File: config.mk
export PLATFORM = sky130hd
export DESIGN_NAME = merge_axis_phase_schedules_unit
export DESIGN_NICKNAME = d
export VERILOG_FILES = /design/src/design/maps_pkg.sv /design/src/design/maps_ram.sv /design/src/design/maps_engine.sv /design/src/design/merge_axis_phase_schedules_unit.sv
export SDC_FILE = /design/constraint.sdc
export NUM_CORES = 1
export LEC_CHECK = 0
export BUFFER_PORTS_ARGS = -buffer_cell sky130_fd_sc_hd__buf_2
export CAP_MARGIN = 20
export CORE_ASPECT_RATIO = 0.75
export CORE_MARGIN = 3
export CORE_UTILIZATION = 48
export DETAILED_ROUTE_END_ITERATION = 8
export HOLD_SLACK_MARGIN = 0.12
export PLACE_DENSITY = 0.73
export SYNTH_ARGS = -nofsm -noshare
export SYNTH_HDL_FRONTEND = slang
export SYNTH_HIERARCHICAL = 1
export SYNTH_SLANG_ARGS = --single-unit
File: constraint.sdc
create_clock -name clk -period 11.3 [get_ports clk]
set_input_delay 0.565 -clock clk [delete_from_list [all_inputs] [get_ports clk]]
set_output_delay 0.565 -clock clk [all_outputs]
set_load 0.05 [all_outputs]
File: src/design/maps_pkg.sv
// ----------------------------------------------------------------------------
// maps_pkg: shared types and constants of the phase schedule merger
// operation codes, sequencer states, store geometry and the result record
// ----------------------------------------------------------------------------
package maps_pkg;

  // store geometry
  localparam int AXIS_PHASES   = 4;
  localparam int MERGED_PHASES = 6;
  localparam int RESULT_LIMIT  = 6;
  localparam int RESULT_CAP    = (MERGED_PHASES < RESULT_LIMIT) ? MERGED_PHASES
                                                                : RESULT_LIMIT;
  localparam int AXIS_IDX_W    = (AXIS_PHASES > 1) ? $clog2(AXIS_PHASES) : 1;
  localparam int AXIS_CNT_W    = $clog2(AXIS_PHASES + 1);
  localparam int ROUND_W       = $clog2(MERGED_PHASES + 1);
  localparam int EMIT_W        = $clog2(RESULT_CAP + 1);
  localparam int PHASE_W       = 64;

  // configuration
  localparam int              CFG_IDX_W     = 1;
  localparam logic [CFG_IDX_W-1:0] REG_EPSILON = 1'b0;
  localparam logic [15:0]     EPSILON_RESET = 16'd7;

  typedef enum logic [1:0] {
    OP_LOAD_X = 2'd0,
    OP_LOAD_Y = 2'd1,
    OP_MERGE  = 2'd2,
    OP_NONE   = 2'd3
  } op_t;

  typedef enum logic [1:0] {
    ST_IDLE,
    ST_FETCH,
    ST_STEP,
    ST_EMPTY
  } state_t;

  typedef struct packed {
    op_t         op;
    logic [31:0] dur;
    logic [31:0] acc;
  } item_t;

  typedef struct packed {
    logic [31:0] dur;
    logic [31:0] ax;
    logic [31:0] ay;
    logic        last;
    logic        dropped;
    logic        empty;
  } result_t;

endpackage

File: src/design/maps_ram.sv
// ----------------------------------------------------------------------------
// maps_ram: simple dual-port phase store
// one write port, one read port with registered read data
// ----------------------------------------------------------------------------
module maps_ram #(
  parameter int WIDTH = 64,
  parameter int DEPTH = 4
) (
  input  logic                                      clk,
  input  logic                                      we,
  input  logic [((DEPTH > 1) ? $clog2(DEPTH) : 1)-1:0] waddr,
  input  logic [WIDTH-1:0]                          wdata,
  input  logic [((DEPTH > 1) ? $clog2(DEPTH) : 1)-1:0] raddr,
  output logic [WIDTH-1:0]                          rdata
);

  logic [WIDTH-1:0] mem [DEPTH];
  logic [WIDTH-1:0] rdata_r;

  // write port
  always_ff @(posedge clk) begin
    if (we) begin
      mem[waddr] <= wdata;
    end
  end

  // registered read port
  always_ff @(posedge clk) begin
    rdata_r <= mem[raddr];
  end

  assign rdata = rdata_r;

endmodule

File: src/design/maps_engine.sv
// ----------------------------------------------------------------------------
// maps_engine: load and merge sequencer around the two phase stores
// loads fill free entries; a non-empty merge alternates fetch and step states
// ----------------------------------------------------------------------------
module maps_engine (
  input  logic               clk,
  input  logic               rst_n,
  input  logic               item_valid,
  output logic               item_ready,
  input  maps_pkg::item_t    item,
  input  logic [15:0]        epsilon,
  output logic               res_valid,
  input  logic               res_ready,
  output maps_pkg::result_t  res
);

  localparam int CW = maps_pkg::AXIS_CNT_W;
  localparam int AW = maps_pkg::AXIS_IDX_W;
  localparam int RW = maps_pkg::ROUND_W;
  localparam int EW = maps_pkg::EMIT_W;

  maps_pkg::state_t state_r, state_nxt;
  logic [CW-1:0] xc_r, xc_nxt, yc_r, yc_nxt;
  logic [CW-1:0] px_r, px_nxt, py_r, py_nxt;
  logic [RW-1:0] round_r, round_nxt;
  logic [EW-1:0] emitted_r, emitted_nxt;
  logic [31:0]   remx_r, remx_nxt, remy_r, remy_nxt;
  logic          ovf_r, ovf_nxt;

  logic          wr_x, wr_y;
  logic [maps_pkg::PHASE_W-1:0] x_rdata, y_rdata;
  logic [31:0]   xd, xa, yd, ya, eps32;

  // step datapath
  logic          pair_mode, yflush_mode;
  logic [31:0]   tx, ty, diff;
  logic [32:0]   sum;
  logic [31:0]   st_dur, st_ax, st_ay, st_remx, st_remy;
  logic [CW-1:0] st_px, st_py;
  logic [RW-1:0] st_round;
  logic [EW-1:0] st_emitted;
  logic          st_more, st_final;

  // phase stores: {accel, duration}
  maps_ram #(.WIDTH(maps_pkg::PHASE_W), .DEPTH(maps_pkg::AXIS_PHASES)) u_x_ram (
    .clk   (clk),
    .we    (wr_x),
    .waddr (xc_r[AW-1:0]),
    .wdata ({item.acc, item.dur}),
    .raddr (px_r[AW-1:0]),
    .rdata (x_rdata)
  );

  maps_ram #(.WIDTH(maps_pkg::PHASE_W), .DEPTH(maps_pkg::AXIS_PHASES)) u_y_ram (
    .clk   (clk),
    .we    (wr_y),
    .waddr (yc_r[AW-1:0]),
    .wdata ({item.acc, item.dur}),
    .raddr (py_r[AW-1:0]),
    .rdata (y_rdata)
  );

  assign xd    = x_rdata[31:0];
  assign xa    = x_rdata[63:32];
  assign yd    = y_rdata[31:0];
  assign ya    = y_rdata[63:32];
  assign eps32 = {16'd0, epsilon};

  // one merge step on the fetched entries
  always_comb begin
    pair_mode   = (round_r < RW'(maps_pkg::MERGED_PHASES)) && (px_r < xc_r) &&
                  (py_r < yc_r);
    yflush_mode = !pair_mode && (py_r < yc_r);
    tx          = (remx_r > eps32) ? remx_r : xd;
    ty          = (remy_r > eps32) ? remy_r : yd;
    diff        = (tx > ty) ? (tx - ty) : (ty - tx);
    sum         = {1'b0, tx} + {1'b0, ty};
    st_px       = px_r;
    st_py       = py_r;
    st_round    = round_r;
    st_remx     = remx_r;
    st_remy     = remy_r;
    st_ax       = xa;
    st_ay       = ya;
    priority if (pair_mode) begin
      st_round = round_r + RW'(1);
      priority if (diff < eps32) begin
        st_dur  = sum[32:1];
        st_remx = '0;
        st_remy = '0;
        st_px   = px_r + CW'(1);
        st_py   = py_r + CW'(1);
      end else if (tx < ty) begin
        st_dur  = tx;
        st_remx = '0;
        st_remy = ty - tx;
        st_px   = px_r + CW'(1);
      end else begin
        st_dur  = ty;
        st_remx = tx - ty;
        st_remy = '0;
        st_py   = py_r + CW'(1);
      end
    end else if (yflush_mode) begin
      st_dur  = ty;
      st_remy = '0;
      st_ax   = '0;
      st_py   = py_r + CW'(1);
    end else begin
      st_dur  = tx;
      st_remx = '0;
      st_ay   = '0;
      st_px   = px_r + CW'(1);
    end
    st_emitted = emitted_r + EW'(1);
    st_more    = (st_px < xc_r) || (st_py < yc_r);
    st_final   = !st_more || (st_emitted == EW'(maps_pkg::RESULT_CAP));
  end

  // state and counter registers
  always_ff @(posedge clk) begin
    if (!rst_n) begin
      state_r   <= maps_pkg::ST_IDLE;
      xc_r      <= '0;
      yc_r      <= '0;
      px_r      <= '0;
      py_r      <= '0;
      round_r   <= '0;
      emitted_r <= '0;
      remx_r    <= '0;
      remy_r    <= '0;
      ovf_r     <= 1'b0;
    end else begin
      state_r   <= state_nxt;
      xc_r      <= xc_nxt;
      yc_r      <= yc_nxt;
      px_r      <= px_nxt;
      py_r      <= py_nxt;
      round_r   <= round_nxt;
      emitted_r <= emitted_nxt;
      remx_r    <= remx_nxt;
      remy_r    <= remy_nxt;
      ovf_r     <= ovf_nxt;
    end
  end

  // next state and outputs
  always_comb begin
    state_nxt   = state_r;
    xc_nxt      = xc_r;
    yc_nxt      = yc_r;
    px_nxt      = px_r;
    py_nxt      = py_r;
    round_nxt   = round_r;
    emitted_nxt = emitted_r;
    remx_nxt    = remx_r;
    remy_nxt    = remy_r;
    ovf_nxt     = ovf_r;
    item_ready  = (state_r == maps_pkg::ST_IDLE);
    wr_x        = 1'b0;
    wr_y        = 1'b0;
    res_valid   = 1'b0;
    res         = '0;
    unique case (state_r)
      maps_pkg::ST_IDLE: begin
        if (item_valid) begin
          unique case (item.op)
            maps_pkg::OP_LOAD_X: begin
              if (xc_r < CW'(maps_pkg::AXIS_PHASES)) begin
                wr_x   = 1'b1;
                xc_nxt = xc_r + CW'(1);
              end else begin
                ovf_nxt = 1'b1;
              end
            end
            maps_pkg::OP_LOAD_Y: begin
              if (yc_r < CW'(maps_pkg::AXIS_PHASES)) begin
                wr_y   = 1'b1;
                yc_nxt = yc_r + CW'(1);
              end else begin
                ovf_nxt = 1'b1;
              end
            end
            maps_pkg::OP_MERGE: begin
              px_nxt      = '0;
              py_nxt      = '0;
              round_nxt   = '0;
              emitted_nxt = '0;
              remx_nxt    = '0;
              remy_nxt    = '0;
              if (xc_r == '0 && yc_r == '0) begin
                state_nxt = maps_pkg::ST_EMPTY;
              end else begin
                state_nxt = maps_pkg::ST_FETCH;
              end
            end
            maps_pkg::OP_NONE: begin
            end
          endcase
        end
      end
      maps_pkg::ST_FETCH: begin
        state_nxt = maps_pkg::ST_STEP;
      end
      maps_pkg::ST_STEP: begin
        if (res_ready) begin
          res_valid   = 1'b1;
          res.dur     = st_dur;
          res.ax      = st_ax;
          res.ay      = st_ay;
          res.last    = st_final;
          res.dropped = st_final && (ovf_r || st_more);
          px_nxt      = st_px;
          py_nxt      = st_py;
          round_nxt   = st_round;
          emitted_nxt = st_emitted;
          remx_nxt    = st_remx;
          remy_nxt    = st_remy;
          if (st_final) begin
            xc_nxt    = '0;
            yc_nxt    = '0;
            ovf_nxt   = 1'b0;
            state_nxt = maps_pkg::ST_IDLE;
          end else begin
            state_nxt = maps_pkg::ST_FETCH;
          end
        end
      end
      maps_pkg::ST_EMPTY: begin
        if (res_ready) begin
          res_valid = 1'b1;
          res.last  = 1'b1;
          res.empty = 1'b1;
          ovf_nxt   = 1'b0;
          state_nxt = maps_pkg::ST_IDLE;
        end
      end
      default: begin
        state_nxt = maps_pkg::ST_IDLE;
      end
    endcase
  end

endmodule

File: src/design/merge_axis_phase_schedules_unit.sv
// ----------------------------------------------------------------------------
// merge_axis_phase_schedules_unit: two-axis phase schedule merger
// loads are taken while idle; a merge runs the fetch and step loop over the stores'
// registered read and yields at most 6 phases
// reset: synchronous rst_n clears counts, flags, output valid, epsilon to 7
// ----------------------------------------------------------------------------
module merge_axis_phase_schedules_unit (
  input  logic         clk,
  input  logic         rst_n,
  // input stream
  input  logic         in_tvalid,
  output logic         in_tready,
  input  logic [63:0]  in_tdata,   // phase_duration[31:0], phase_accel[63:32]
  input  logic [1:0]   in_tuser,   // operation[1:0]
  // result stream
  output logic         out_tvalid,
  input  logic         out_tready,
  output logic [95:0]  out_tdata,  // merged_duration, merged_accel_x, merged_accel_y
  output logic         out_tlast,  // last_phase
  output logic [1:0]   out_tuser,  // dropped[0], empty_run[1]
  // configuration port
  input  logic         cfg_psel,
  input  logic         cfg_penable,
  input  logic         cfg_pwrite,
  input  logic [2:0]   cfg_paddr,
  input  logic [31:0]  cfg_pwdata,
  output logic [31:0]  cfg_prdata,
  output logic         cfg_pready
);

  logic [15:0]          eps_r;
  logic                 cfg_wr;
  logic [maps_pkg::CFG_IDX_W-1:0] cfg_idx;
  maps_pkg::item_t      item;
  maps_pkg::result_t    res;
  logic                 res_valid, res_ready;
  logic                 out_valid_r;
  maps_pkg::result_t    out_res_r;

  // register file
  assign cfg_pready = 1'b1;
  assign cfg_idx    = cfg_paddr[2:2];
  assign cfg_wr     = cfg_psel && cfg_penable && cfg_pwrite && cfg_pready;
  assign cfg_prdata = (cfg_idx == maps_pkg::REG_EPSILON) ? {16'd0, eps_r} : 32'd0;

  always_ff @(posedge clk) begin
    if (!rst_n) begin
      eps_r <= maps_pkg::EPSILON_RESET;
    end else if (cfg_wr && cfg_idx == maps_pkg::REG_EPSILON) begin
      eps_r <= cfg_pwdata[15:0];
    end
  end

  // input transfer unpacking
  assign item.op  = maps_pkg::op_t'(in_tuser);
  assign item.dur = in_tdata[31:0];
  assign item.acc = in_tdata[63:32];

  maps_engine u_engine (
    .clk        (clk),
    .rst_n      (rst_n),
    .item_valid (in_tvalid),
    .item_ready (in_tready),
    .item       (item),
    .epsilon    (eps_r),
    .res_valid  (res_valid),
    .res_ready  (res_ready),
    .res        (res)
  );

  // output register, refilled in the cycle it drains
  assign res_ready = !out_valid_r || out_tready;

  always_ff @(posedge clk) begin
    if (!rst_n) begin
      out_valid_r <= 1'b0;
    end else if (res_ready) begin
      out_valid_r <= res_valid;
    end
  end

  always_ff @(posedge clk) begin
    if (res_ready && res_valid) begin
      out_res_r <= res;
    end
  end

  assign out_tvalid = out_valid_r;
  assign out_tdata  = {out_res_r.ay, out_res_r.ax, out_res_r.dur};
  assign out_tlast  = out_res_r.last;
  assign out_tuser  = {out_res_r.empty, out_res_r.dropped};

endmodule

==> results of run 1 <==
==> worst max-delay path by stage <==
stage	startpoint	to	slack (ns)	cells after the start
5_1_grt	eps_r[1]	u_engine/xc_r[0]	0.14	51
3_3_place_gp	eps_r[1]	out_tuser[0]	0.74	44
4_1_cts	eps_r[1]	u_engine/xc_r[0]	0.45	47
3_5_place_dp	eps_r[1]	out_tuser[0]	0.51	43
2_1_floorplan	eps_r[1]	out_tuser[0]	1.70	48
6_report	eps_r[1]	out_tuser[0]	0.79	46
==> flip-flops by register name, indices dropped and copies added, names as in the netlist, 16 cells and up <==
register                flops
u_engine/u_y_ram/rdata     64
u_engine/u_y_ram/mem      256
out_tdata                  96
eps_r                      16
u_engine/u_x_ram/rdata     64
u_engine/remx_r            32
u_engine/remy_r            32
u_engine/u_x_ram/mem      256
==> layer usage <==
layer	track usage (%)	up-vias	share of wire, %
met5	0	-	0.051
met4	6.681	10	2.1
met3	6.552	141	10
met2	37.57	1181	42
met1	42.01	12469	45
li1	-	10844	-
==> through the flow <==
step	utilization, %	total power, uW
after floorplan	-	4612
after global placement	51.66	5147
after detailed placement	51.66	5159
after CTS	55.18	7897
after global routing	55.29	8188
final	55.29	7912
==> power by group <==
group / switching, uW / leakage, uW / internal, uW / total [uW]
combinational: 1130 / 0.00690 / 536 / 1670
sequential: 63.3 / 0.00747 / 3430 / 3490
clock: 1210 / 0.00131 / 1550 / 2750
total: 2400 / 0.0157 / 5510 / 7910
==> kinds of logic after synthesis <==
logic type,Yosys count
AO/OA/AOI/OAI,542
XOR/XNOR,92
adder cells (fa/ha/maj),162
AND/OR/NAND/NOR,626
other,2
flip-flops,841
buffers and inverters,276
multiplexers,196
==> layout by cell type (no fill, tap or decap), types with 86 or more instances in the layout <==
| cell type | Yosys | final |
|---|---|---|
| edfxtp_1 | 611 | 611 |
| dfxtp_1 | 230 | 226 |
| buf_2 | 27 | 206 |
| nor2_1 | 197 | 194 |
| ha_1 | 159 | 155 |
| a21oi_1 | 157 | 153 |
| nand2_1 | 135 | 134 |
| inv_1 | 123 | 122 |
| mux4_2 | 120 | 120 |
| buf_4 | 23 | 94 |
| xnor2_1 | 86 | 86 |
==> cell type report <==
| type | count | area, sq um | share of cell area, % |
|---|---|---|---|
| Clock inverter | 53 | 560.5 | 1.312 |
| Timing Repair Buffer | 305 | 1807 | 4.227 |
| Antenna cell | 2 | 5.005 | 0.01171 |
| Multi-Input combinational cell | 1635 | 13440 | 31.45 |
| Inverter | 135 | 510.5 | 1.194 |
| Sequential cell | 841 | 22960 | 53.73 |
| Tap cell | 1035 | 1295 | 3.030 |
| Clock buffer | 99 | 2156 | 5.044 |
==> what timing repair did <==
| item | in CTS | in global routing |
|---|---|---|
| setup buffers | 0 | 4 |
| gates resized for setup | 0 | 9 |
| endpoints found under the setup margin | 0 | 10 |
==> critical path: cells and delay by family, from the launching register on <==
family	cells	cell delay, ns
fa+ha+maj	4	1.51
flops	1	0.36
xor+xnor	2	0.39
simple gates	13	2.46
buf+inv	6	1.21
mux	2	0.57
compound gates	19	3.69
==> flow_metrics.env, run 1 <==
export IMPL_detailed_route_vias_per_instance=6.004
export IMPL_worst_clock_skew_ns=0.02763
export IMPL_vdd_ir_drop_worst_v=0.00009988
export IMPL_final_hold_viol_count=0
export IMPL_post_layout_worst_setup_margin_ns=0.7896
export IMPL_largest_net_degree_at_the_start_of_global_routing=77
export IMPL_core_sq_um=77290
export IMPL_crit_slowest_cell="ha_1"
export IMPL_std_cell_rows=88
export IMPL_slew_viols_final=0
export IMPL_min_to="eps_r[8]"
export IMPL_route_detailed_wl_per_inst_um=27.09
export IMPL_yosysSeqAreaShare_pct=60.96
export IMPL_relSlewSlack_pct=30.92
export IMPL_reg2reg_setup_slack_ns=0.79
export IMPL_synth_mux_area_fraction_pct=9.607
export IMPL_place_area_sq_um=39930
export IMPL_floorplan_die_width_um=329.4
export IMPL_post_synth_inst_count=2737
export IMPL_power_density_nw_per_um2=185.1
export IMPL_synth_simple_gate_area_share_pct=8.298
export IMPL_postCtsHoldBufs=0
export IMPL_synth_area_sq_um=37650
export IMPL_finalHoldWorstSlack_ns=0.1588
export IMPL_power_static_leakage_uw=0.01569
export IMPL_grt_overflow=0
export IMPL_cts_tree="built"
export IMPL_min_period_over_period_pct=93.01
export IMPL_global_route_wire_length_before_repair_um=162300
export IMPL_boundary_pins=242
export IMPL_dr_pass1_iters=8
export IMPL_dpl_cell_count=3945
export IMPL_antenna_violations_before_repair=9
export IMPL_setup_tns_final_ns=0
export IMPL_max_freq_ghz=0.09514
export IMPL_holdCritStartpoint="cfg_pwdata[8]"
export IMPL_run_status="finished clean"
export IMPL_xor_xnor_cell_area_share_of_the_yosys_netlist_pct=2.140
export IMPL_holdPathStages=3
export IMPL_critical_path_arrival_ns=10.89
export IMPL_synth_edf_count=611
export IMPL_synth_top_family_by_area="compound AO/OA/AOI/OAI gates"
export IMPL_initial_core_util_pct=48.71
export IMPL_synthesis_area_per_instance_sq_um=13.76
export IMPL_syn_to_final_growth_pct=13.52
export IMPL_crit_required_ns=11.68
export IMPL_crit_path_end_kind="register"
export IMPL_clock_tree_root_cell="clkbuf_16"
export IMPL_yosys_warnings=6
export IMPL_cp_start_kind="register"
export IMPL_post_synth_most_frequent_cells="edfxtp_1 (611), dfxtp_1 (230), nor2_1 (197)"
export IMPL_gp_congestion=0.9968
export IMPL_hpwlAfterDp_um=76940
export IMPL_dp_slack_ns=0.5063
export IMPL_number_of_buffers_added_on_ports=206
export IMPL_timing_critical_path_fanout_max=13
export IMPL_setup_viol=0
export IMPL_netlist_top_cell_by_area="edfxtp_1"
export IMPL_synth_compound_gate_area_share_pct=9.733
export IMPL_design_area_sq_um=42740
export IMPL_ys_ff_latch=841
export IMPL_post_synth_fa_ha_maj_area_fraction_pct=5.443
export IMPL_cts_root_to_sink_buffers=3
export IMPL_grtUsageTotal_pct=26.88
export IMPL_drv_cap=0
export IMPL_insertion_delay_ns=0.65
export IMPL_synth_top_cell_area_share_pct=48.73
export IMPL_asyncSetResetFlopFracSynth_pct=0
export IMPL_routed_via_count=24645
export IMPL_reg2reg_to="out_tuser[0]"
export IMPL_r2r_start="eps_r[1]"
export IMPL_drt_initial_drc_count=2984
export IMPL_tritoncts_num_buffers=81
export IMPL_worstMarginPinSlew_ns=1.010
export IMPL_dieHeight_um=248.6
export IMPL_worst_r2r_cell_count=46
export IMPL_finish_cell_count_without_fillers=4105
export IMPL_finalWorstPathRequiredPeriod_ns=10.51
export IMPL_count_of_h_tree_levels_built_during_cts=3
export IMPL_num_fill_cells=6209
export IMPL_postRouteWirelength_um=111200
export IMPL_cts_reportedPaths_clkPinSlew_ns=0.07
export IMPL_synth_top_cells_by_area="edfxtp_1 (49%), dfxtp_1 (12%), mux4_2 (7.2%)"
export IMPL_drc=0
export IMPL_yosys_most_used_dff="edfxtp_1"
export IMPL_die_ar_sq_um=81870
export IMPL_layout_nets=3269
export IMPL_hold_path_class="input pin to register"
export IMPL_slowest_delay_ns=0.64
export IMPL_synth_most_common_cell="edfxtp_1"
export IMPL_final_antenna_net_count=0
export IMPL_path_class="register to register"
export IMPL_grt_setup_unrepaired="no"
export IMPL_final_layout_size_suffix_gt1_share_pct=21.41
export IMPL_netlist_cell_type_count=99
export IMPL_clkSinkCount=841
export IMPL_grt_pass1_vias=23719
No activity file was read; power rests on OpenSTA's default activity.
==> run 2: changes to the inputs <==
--- a/config.mk
+++ b/config.mk
@@ -10,6 +10,7 @@
 export CORE_ASPECT_RATIO = 0.75
 export CORE_MARGIN = 3
 export CORE_UTILIZATION = 48
+export CTS_BUF_LIST = sky130_fd_sc_hd__clkbuf_4 sky130_fd_sc_hd__clkbuf_8
 export DETAILED_ROUTE_END_ITERATION = 8
 export HOLD_SLACK_MARGIN = 0.12
 export PLACE_DENSITY = 0.73
==> constraint.sdc (replaced) <==
create_clock -name clk -period 13.4 [get_ports clk]
set_input_delay 0.67 -clock clk [delete_from_list [all_inputs] [get_ports clk]]
set_output_delay 0.67 -clock clk [all_outputs]
set_load 0.05 [all_outputs]
==> run 2 against run 1 <==
Net effect:
- worst hold slack improved by 0.064 ns
- final cell count increased by 2.9%
- sequential share of layout area decreased by 0.57 points
- clock skew increased by 0.021 ns
- non-clock buffer count increased by 30
- die area unchanged
- sequential cell count unchanged
- highest routed layer is now met4
==> flow_metrics.env, run 2 (synthesis gave the netlist of run 1 again) <==
export IMPL_cp_start_kind="register"
export IMPL_boundary_pins=242
export IMPL_core_sq_um=77290
export IMPL_critPathBufInv=5
export IMPL_dr_pass1_iters=6
export IMPL_hpwlAfterDp_um=78050
export IMPL_path_common_cell="a21oi_1"
export IMPL_hold_path_class="input pin to register"
export IMPL_setup_tns_final_ns=0
export IMPL_clock_share_of_power_pct=34.3
export IMPL_global_route_wire_length_before_repair_um=166900
export IMPL_dieHeight_um=248.6
export IMPL_layout_nets=3348
export IMPL_crit_path_end_kind="register"
export IMPL_count_of_h_tree_levels_built_during_cts=4
export IMPL_number_of_buffers_added_on_ports=206
export IMPL_path_class="register to register"
export IMPL_multi_input_comb_area_sq_um=13420
export IMPL_power_static_leakage_uw=0.01595
export IMPL_min_period_over_period_pct=92.51
export IMPL_grtUsageTotal_pct=27.76
export IMPL_worst_clock_skew_ns=0.04852
export IMPL_syn_to_final_growth_pct=14.73
export IMPL_final_antenna_net_count=0
export IMPL_cts_reportedPaths_clkPinSlew_ns=0.07
export IMPL_detailed_route_vias_per_instance=5.986
export IMPL_vdd_ir_drop_worst_v=0.00006644
export IMPL_worstMarginPinSlew_ns=1.162
export IMPL_clock_tree_root_cell="clkbuf_8"
export IMPL_mostFrequentLayoutCells="edfxtp_1 (611), dfxtp_1 (226), buf_2 (206), nor2_1 (194), ha_1 (159)"
export IMPL_num_fill_cells=6145
export IMPL_final_layout_size_suffix_gt1_share_pct=21.93
export IMPL_drv_cap=0
export IMPL_floorplan_die_width_um=329.4
export IMPL_grt_overflow=0
export IMPL_clkSinkCount=841
export IMPL_postCtsSetupRepairBufs=0
export IMPL_timing_critical_path_fanout_max=29
export IMPL_slowest_delay_ns=0.99
export IMPL_cts_root_to_sink_buffers=3
export IMPL_routed_via_count=25296
export IMPL_relSlewSlack_pct=20.53
export IMPL_final_seq_area_sq_um=22960
export IMPL_p_sw_share_pct=30.90
export IMPL_crit_required_ns=13.85
export IMPL_seq_power_share_pct=44.5
export IMPL_internal_power_uw=4561
export IMPL_cts_tree="built"
export IMPL_route_detailed_wl_per_inst_um=27.08
export IMPL_finalWorstPathRequiredPeriod_ns=12.40
export IMPL_combPwrFrac_pct=21.2
export IMPL_setup_viol=0
export IMPL_critical_path_arrival_ns=12.84
export IMPL_postRouteWirelength_um=114500
export IMPL_grt_setup_unrepaired="no"
export IMPL_die_ar_sq_um=81870
export IMPL_crit_slowest_cell="a21o_1"
export IMPL_largest_net_degree_at_the_start_of_global_routing=77
export IMPL_antenna_violations_before_repair=4
export IMPL_power_density_nw_per_um2=152.8
export IMPL_run_status="finished clean"
export IMPL_drt_initial_drc_count=3098
export IMPL_std_cell_rows=88
export IMPL_cts_repair_resize_count=0
export IMPL_initial_core_util_pct=48.71
export IMPL_max_freq_ghz=0.08067
export IMPL_layout_commonest_cell="edfxtp_1"
export IMPL_gp_congestion=1.026
export IMPL_slew_viols_final=0
export IMPL_tritoncts_num_buffers=130
export IMPL_drc=0
export IMPL_insertion_delay_ns=0.80
export IMPL_path_delay_family="compound AO/OA/AOI/OAI gates"
export IMPL_final_hold_viol_count=0
export IMPL_finalPower_uw=6601
export IMPL_postCtsHoldBufs=79
export IMPL_power_net_switching_uw=2040
export IMPL_grt_pass1_vias=24930
==> run 2: final cells by class <==
cell class              count  share of cell area (%)
repair buffers            335                   5.080
clock inverters            50                   1.043
flip-flops and latches    841                   53.16
clock buffers             192                   5.465
inverters                 135                   1.173
well taps                1035                   2.998
diodes                      3                 0.01738
multi-input cells        1635                   31.06
==> run 2: per-stage QoR <==
stage                     area [sq um]  hold WS, ns  std cells  utilization [%]  setup WS (ns)
final                            43200       0.2225       4226            55.89          1.004
after global routing             43200       0.1871       4225            55.89         0.8202
after CTS                        43190       0.1424       4222            55.87          1.657
after detailed placement         39580       0.4632       3901            51.21          1.728
after global placement           39580       0.4559       3901            51.21          1.861
after floorplan                  37710       0.4432       2752                -          3.799
==> run 2: final timing paths <==
check / start / end / slack, ns / depth (start not counted)
setup reg to reg: eps_r[9] / out_tdata[22] / 1.00 / 38
hold reg to reg: u_engine/remx_r[30] / u_engine/remx_r[30] / 0.47 / 2
hold / removal: in_tdata[32] / u_engine/u_y_ram/mem[1][32] / 0.22 / 1
setup / recovery: eps_r[9] / out_tdata[22] / 1.00 / 38
==> run 2: per-layer routing <==
metal  wire (um)  GRT usage [%]  share of wire [%]
met5           0              0                  0
met4        3097          9.404                2.7
met3       11120          6.297                9.7
met2       48250          38.82                 42
met1       51990          42.60                 45
==> run 2: power by group through the flow <==
stage,Clock [uW],Sequential (uW),Combinational (uW)
final,2260,2940,1400
after floorplan,0,3070,817
after global routing,2430,2940,1470
after CTS,2310,2940,1360
after global placement,0,2990,1320
after detailed placement,0,2990,1330
